$ cat src/sv/bffl_pkg.sv
// Shared constants and types for the binary fuse filter lookup unit.
`default_nettype none
package bffl_pkg;

  localparam int TABLE_DEPTH    = 65536;
  localparam int SEG_SLOTS      = 8;
  localparam int ADDR_W         = $clog2(TABLE_DEPTH);
  localparam int SEG_W          = $clog2(SEG_SLOTS);
  localparam int IDX_W          = 14 + SEG_W;
  localparam int CMP_W          = 32;

  localparam int QUEUE_DEPTH = 16;
  localparam int QPTR_W      = $clog2(QUEUE_DEPTH);
  localparam int QCNT_W      = $clog2(QUEUE_DEPTH + 1);
  localparam int OUT_DEPTH   = 4;
  localparam int OPTR_W      = $clog2(OUT_DEPTH);
  localparam int OCNT_W      = $clog2(OUT_DEPTH + 1) + 1;

  localparam logic [63:0] MUL_A     = 64'hC2B2AE3D27D4EB4F;
  localparam logic [63:0] MUL_B     = 64'h165667B19E3779F9;
  localparam logic [63:0] FP_OFFSET = 64'h9E3779B97F4A7C15;

  localparam int CFG_W     = 64;
  localparam int CFG_IDX_W = 2;
  localparam logic [CFG_IDX_W-1:0] REG_SEED      = 2'd0;
  localparam logic [CFG_IDX_W-1:0] REG_SEG_TOTAL = 2'd1;
  localparam logic [CFG_IDX_W-1:0] REG_TABLE_LEN = 2'd2;
  localparam logic [CFG_IDX_W-1:0] REG_WIDE_FP   = 2'd3;

  localparam logic OP_QUERY = 1'b0;
  localparam logic OP_WRITE = 1'b1;

  typedef struct packed {
    logic [63:0] seed;
    logic [63:0] seed_fp;
    logic [12:0] seg_total;
    logic [16:0] table_len;
    logic        wide;
  } cfg_t;

  // one queued operation: three slot reads for a query, one store for a write
  typedef struct packed {
    logic              opcode;
    logic [ADDR_W-1:0] addr0;
    logic [ADDR_W-1:0] addr1;
    logic [ADDR_W-1:0] addr2;
    logic [2:0]        use_slot;
    logic [15:0]       fp;
  } qent_t;

endpackage
`default_nettype wire

$ cat src/sv/bffl_queue.sv
// Operation queue between the hashing front end and the table back end.
`default_nettype none
module bffl_queue (
  input  wire logic                        clk,
  input  wire logic                        rst,
  input  wire logic                        push,
  input  wire bffl_pkg::qent_t             push_entry,
  input  wire logic                        pop,
  output logic                             not_empty,
  output bffl_pkg::qent_t                  head,
  output logic [bffl_pkg::QCNT_W-1:0]      count
);

  bffl_pkg::qent_t               entries [bffl_pkg::QUEUE_DEPTH];
  logic [bffl_pkg::QPTR_W-1:0]   wr_ptr;
  logic [bffl_pkg::QPTR_W-1:0]   rd_ptr;

  always_ff @(posedge clk) begin
    if (rst) begin
      wr_ptr <= '0;
      rd_ptr <= '0;
      count  <= '0;
    end else begin
      if (push) begin
        wr_ptr <= wr_ptr + 1'b1;
      end
      if (pop) begin
        rd_ptr <= rd_ptr + 1'b1;
      end
      count <= count + bffl_pkg::QCNT_W'(push) - bffl_pkg::QCNT_W'(pop);
    end
  end

  always_ff @(posedge clk) begin
    if (push) begin
      entries[wr_ptr] <= push_entry;
    end
  end

  assign not_empty = count != '0;
  assign head      = entries[rd_ptr];

endmodule
`default_nettype wire

$ cat config.mk
export PLATFORM = sky130hd
export DESIGN_NAME = bffl_queue
export DESIGN_NICKNAME = d
export VERILOG_FILES = /design/src/sv/bffl_pkg.sv /design/src/sv/bffl_queue.sv
export SDC_FILE = /design/constraint.sdc
export NUM_CORES = 1
export LEC_CHECK = 0
export BUFFER_PORTS_ARGS = -buffer_cell sky130_fd_sc_hd__buf_2
export CAP_MARGIN = 20
export CORE_MARGIN = 2
export CORE_UTILIZATION = 30
export DETAILED_ROUTE_END_ITERATION = 8
export PLACE_DENSITY = 0.5
export SLEW_MARGIN = 30
export SYNTH_ARGS = -nofsm -noshare
export SYNTH_HDL_FRONTEND = slang
export SYNTH_SLANG_ARGS = --single-unit
$ cat constraint.sdc
create_clock -name clk -period 4.59 [get_ports clk]
set_input_delay 0.459 -clock clk [delete_from_list [all_inputs] [get_ports clk]]
set_output_delay 0.459 -clock clk [all_outputs]
set_load 0.02 [all_outputs]
* Word-level counts from Yosys, hierarchy flattened
Memory sizes are Yosys's and may differ from the RTL's. A register that Yosys moved wholly into a read port is not among the register bits. Index checks and enable logic that the tools add are counted.
Operators by class: add/sub/neg operators 4, mux-type cells 4, reductions and logical operators 1
Operator list (number):
- adder 4 x 1 -> 4 bit (second input constant) | 2
- 2-to-1 mux 4 bit | 2
- adder 5 x 1 -> 5 bit | 1
- nonzero test 5 bit | 1
- subtractor 5 x 1 -> 5 bit | 1
- 2-to-1 mux 1 bit | 2
Storage, ports and cells: flip-flop bits (word level) 13, RAM bits 1088, output and inout port bits 74, logic and storage cells 13, memories kept 1
Memories:
- entries | words 16, width 68, rd ports 1, clocked after Yosys merged registers in 1, write ports 1, RTL line bffl_queue.sv:14 | bffl_pkg::qent_t entries [bffl_pkg::QUEUE_DEPTH];

* Depth between registers and ports, before layout
depth in word-level cells 3, depth in mapped cells 9

* Worst setup path before layout
No wires, ideal clock.
path type input -> register, from input port push, to memory entries[0][0] (netlist name) (enable), setup time 0.433 ns, arrival 2.633 ns, data required time 4.157 ns, setup slack 1.524 ns, stages 3, buffers on the path 1, cells stage by stage clkbuf_1 nor3b_1 and2_1
Between the ends: cells in the longest elaborated chain, start to end 2
Ends and longest elaborated chain:
- start, declared | RTL line bffl_queue.sv:6 | input wire logic push,
- 2-to-1 mux 1 bit | RTL line bffl_queue.sv:35 | if (push) begin
- 2-to-1 mux 1 bit (not written as such) | RTL line bffl_queue.sv:36 | entries[wr_ptr] <= push_entry;
- end, declared | RTL line bffl_queue.sv:14
Every way passes these cells.

==> run_results.csv <==
group,metric,value,unit
run_status,status,"finished clean",
critical_path,worst_setup_path_start_kind,"register",
critical_path,crit_type,"reg2out",
place,dp.cells,3649,
clock_tree,cts_setup_buffers,0,
timing,fin_skew,0.0284,ns
clock_tree,clockBufferDepth,3,
flow_run,maxCapViolCount,0,
die,die_x,375,um
timing,finalMaxSlewViolations,0,
cells_and_area,area_growth,16.6,%
cells_and_area,fin_area,0.0483,sq mm
cells_and_area,layoutNonFillerInstCount,3860,
power,power_density,449,mW/mm^2
clock_tree,cts.sinks,1105,
place,placed_cell_area,0.0448,sq mm
timing,finalSetupViolations,0,
critical_path,crit_path_end_kind,"output port",
critical_path,worstPathRequired,4.13,ns
timing,rsz0062_at_grt,"false",
cells_and_area,final_cell_mix,"edfxtp_1 (1088), mux4_2 (272), buf_2 (145)",
place,gp_congestion,0.697,
place,port_buffers,145,
grt,overflow,0,
clock_tree,clock_latency,0.72,ns
timing,min_period,3.47,ns
detailed_routing,wl_met1,44.0,mm
clock_tree,tritoncts,"done",
timing,holdWs,0.103,ns
die,fp.dieH,375,um
die,pin_count,146,
clock_tree,hold_buffers,0,
grt,grt.total_usage,14.5,%
critical_path,critPathMaxFanout,48,
synthesis,syn_nets,1840,
timing,tightestPinTransition,0.931,ns
grt,grt_pass1_wl,147,mm
die,start_util,30.2,%
synthesis,ys_warn_count,0,
grt,antenna_found_initial,23,
hold_path,worstHoldEndpoint,"rd_ptr[0]$_SDFFE_PP0P_",
detailed_routing,drt_iter0_drc,1561,
timing,period_share,75.5,%
detailed_routing,dr_wl_met3,4.70,mm
synthesis,ys_seq_area_share,79.7,%
clock_tree,htreeDepth,3,
detailed_routing,drt-total-wl,102,mm
power,peakVddDrop,0.000318,V
cells_and_area,drive_above_1_share,31.4,%
synthesis,synthesis.area,0.0414,sq mm
die,die_area,0.141,sq mm
critical_path,regToRegStartpoint,"wr_ptr[2]$_SDFFE_PP0P_",
detailed_routing,drc_errors,0,
detailed_routing,antenna_left,0,
critical_path,r2r_setup_slack,2.15,ns
timing,tns,0,ns
critical_path,critPathArrivalTime,3.01,ns
detailed_routing,firstDrtPassIters,8,
hold_path,hold_depth,2,
synthesis,synth_cells,1756,
clock_tree,cts_buffers,112,
clock_tree,clkTransAtPathRegs,0.06,ns
critical_path,r2r_cells,3,
critical_path,r2r_end,"entries[1][24]$_DFFE_PP_",
timing,timing.fmax,288,MHz
detailed_routing,viasPerCell,4.92,
detailed_routing,vias,19000,
synthesis,synth_area_per_cell,23.6,sq um
hold_path,hp-start,"rst",
die,placementRows,136,
grt,first_global_vias,20400,
clock_tree,root_buffer,"clkbuf_16",
synthesis,ys_seq_elements,1105,
detailed_routing,avgRoutedWirePerCell,26.5,um
timing,slew_headroom,38.0,%
die,core,0.137,sq mm
cells_and_area,nNetsFinal,2053,
clock_tree,cts_resized,0,
timing,hold_viol,0,
hold_path,hold_class,"in2reg",
place,hpwl,52.7,mm
cells_and_area,final_common_cell,"edfxtp_1",
synthesis,yosysUniqueCellTypes,27,
power,p_leak,14.9,nW
grt,grt_max_degree,80,
detailed_routing,dr_wl_met2,50.8,mm
detailed_routing,top_layer,"met5",
worst max path at each step:
stage	cells after the start	slack, ns	to
6_report	6	1.12	head[64]
5_1_grt	5	0.92	head[47]
4_1_cts	5	0.99	head[66]
3_5_place_dp	5	1.80	head[46]
3_3_place_gp	5	1.76	head[66]
2_1_floorplan	3	1.52	entries[0][0]$_DFFE_PP_
area by class of cell:
type                    count  area [sq um]
fillers                 12600         88900
flip-flops and latches   1105         33000
multi-input cells         550          8000
clock buffers             138          2970
well taps                1794          2240
repair buffers            192          1470
clock inverters            68           537
inverters                   8          30.0
diodes                      5          12.5
metrics by stage:
stage	setup WS, ns	utilization, %	power [W]
final	1.12	35.2	0.0217
after global placement	1.76	32.6	0.0132
after CTS	0.993	35.2	0.0219
after detailed placement	1.80	32.6	0.0132
after floorplan	1.52	-	0.0126
after global routing	0.919	35.2	0.0224
kinds of logic after synthesis:
kind of cell / after synthesis / share of synthesized area (%)
adder cells (fa/ha/maj): 12 / 0.381
XOR/XNOR: 9 / 0.190
AND/OR/NAND/NOR: 114 / 1.21
flip-flops: 1105 / 79.7
multiplexers: 274 / 14.8
buffers and inverters: 101 / 1.09
AO/OA/AOI/OAI: 141 / 2.53
routing by layer:
metal	global-route usage, %	up-vias
met5	0	-
met4	4.70	18
met3	2.53	161
met2	24.3	477
met1	19.2	10400
li1	-	7967
worst max-delay path: stages (launching register included):
cell,delay (ns)
dfxtp_4,0.66
buf_12,0.33
buf_12,0.32
mux4_2,0.35
a22oi_1,0.21
nand2_1,0.15
buf_2,0.19
cells in the mapped netlist:
cell type	number	share of area, %
ha_1	11	0.33
nand4_1	2	0.030
buf_6	1	0.027
a21o_1	1	0.018
or3_1	1	0.015
inv_1	8	0.073
buf_4	8	0.15
nand2_1	71	0.64
buf_2	29	0.35
xor2_1	5	0.11
fa_1	1	0.048
mux4_2	272	15
nor3b_1	1	0.018
a22oi_1	136	2.5
xnor2_1	4	0.085
nor2_1	15	0.14
dfxtp_1	17	0.82
nand3_1	1	0.012
a21oi_1	3	0.036
nor2b_1	4	0.060
mux2i_1	2	0.048
and2_1	17	0.26
clkbuf_1	55	0.50
o21ai_0	1	0.012
and3b_1	1	0.021
and3_1	1	0.015
edfxtp_1	1088	79
flip-flops by register name (all words and copies together), names as in the netlist, named ones only:
signal / flops
wr_ptr: 4
entries: 1088
rd_ptr: 4
count: 5
power breakdown:
| part | switching (W) | internal [W] |
|---|---|---|
| Combinational | 0.000952 | 0.000703 |
| Sequential | 0.0000640 | 0.0112 |
| Clock | 0.00378 | 0.00493 |
| Total | 0.00480 | 0.0169 |
Power figures use the tool's default switching activity.
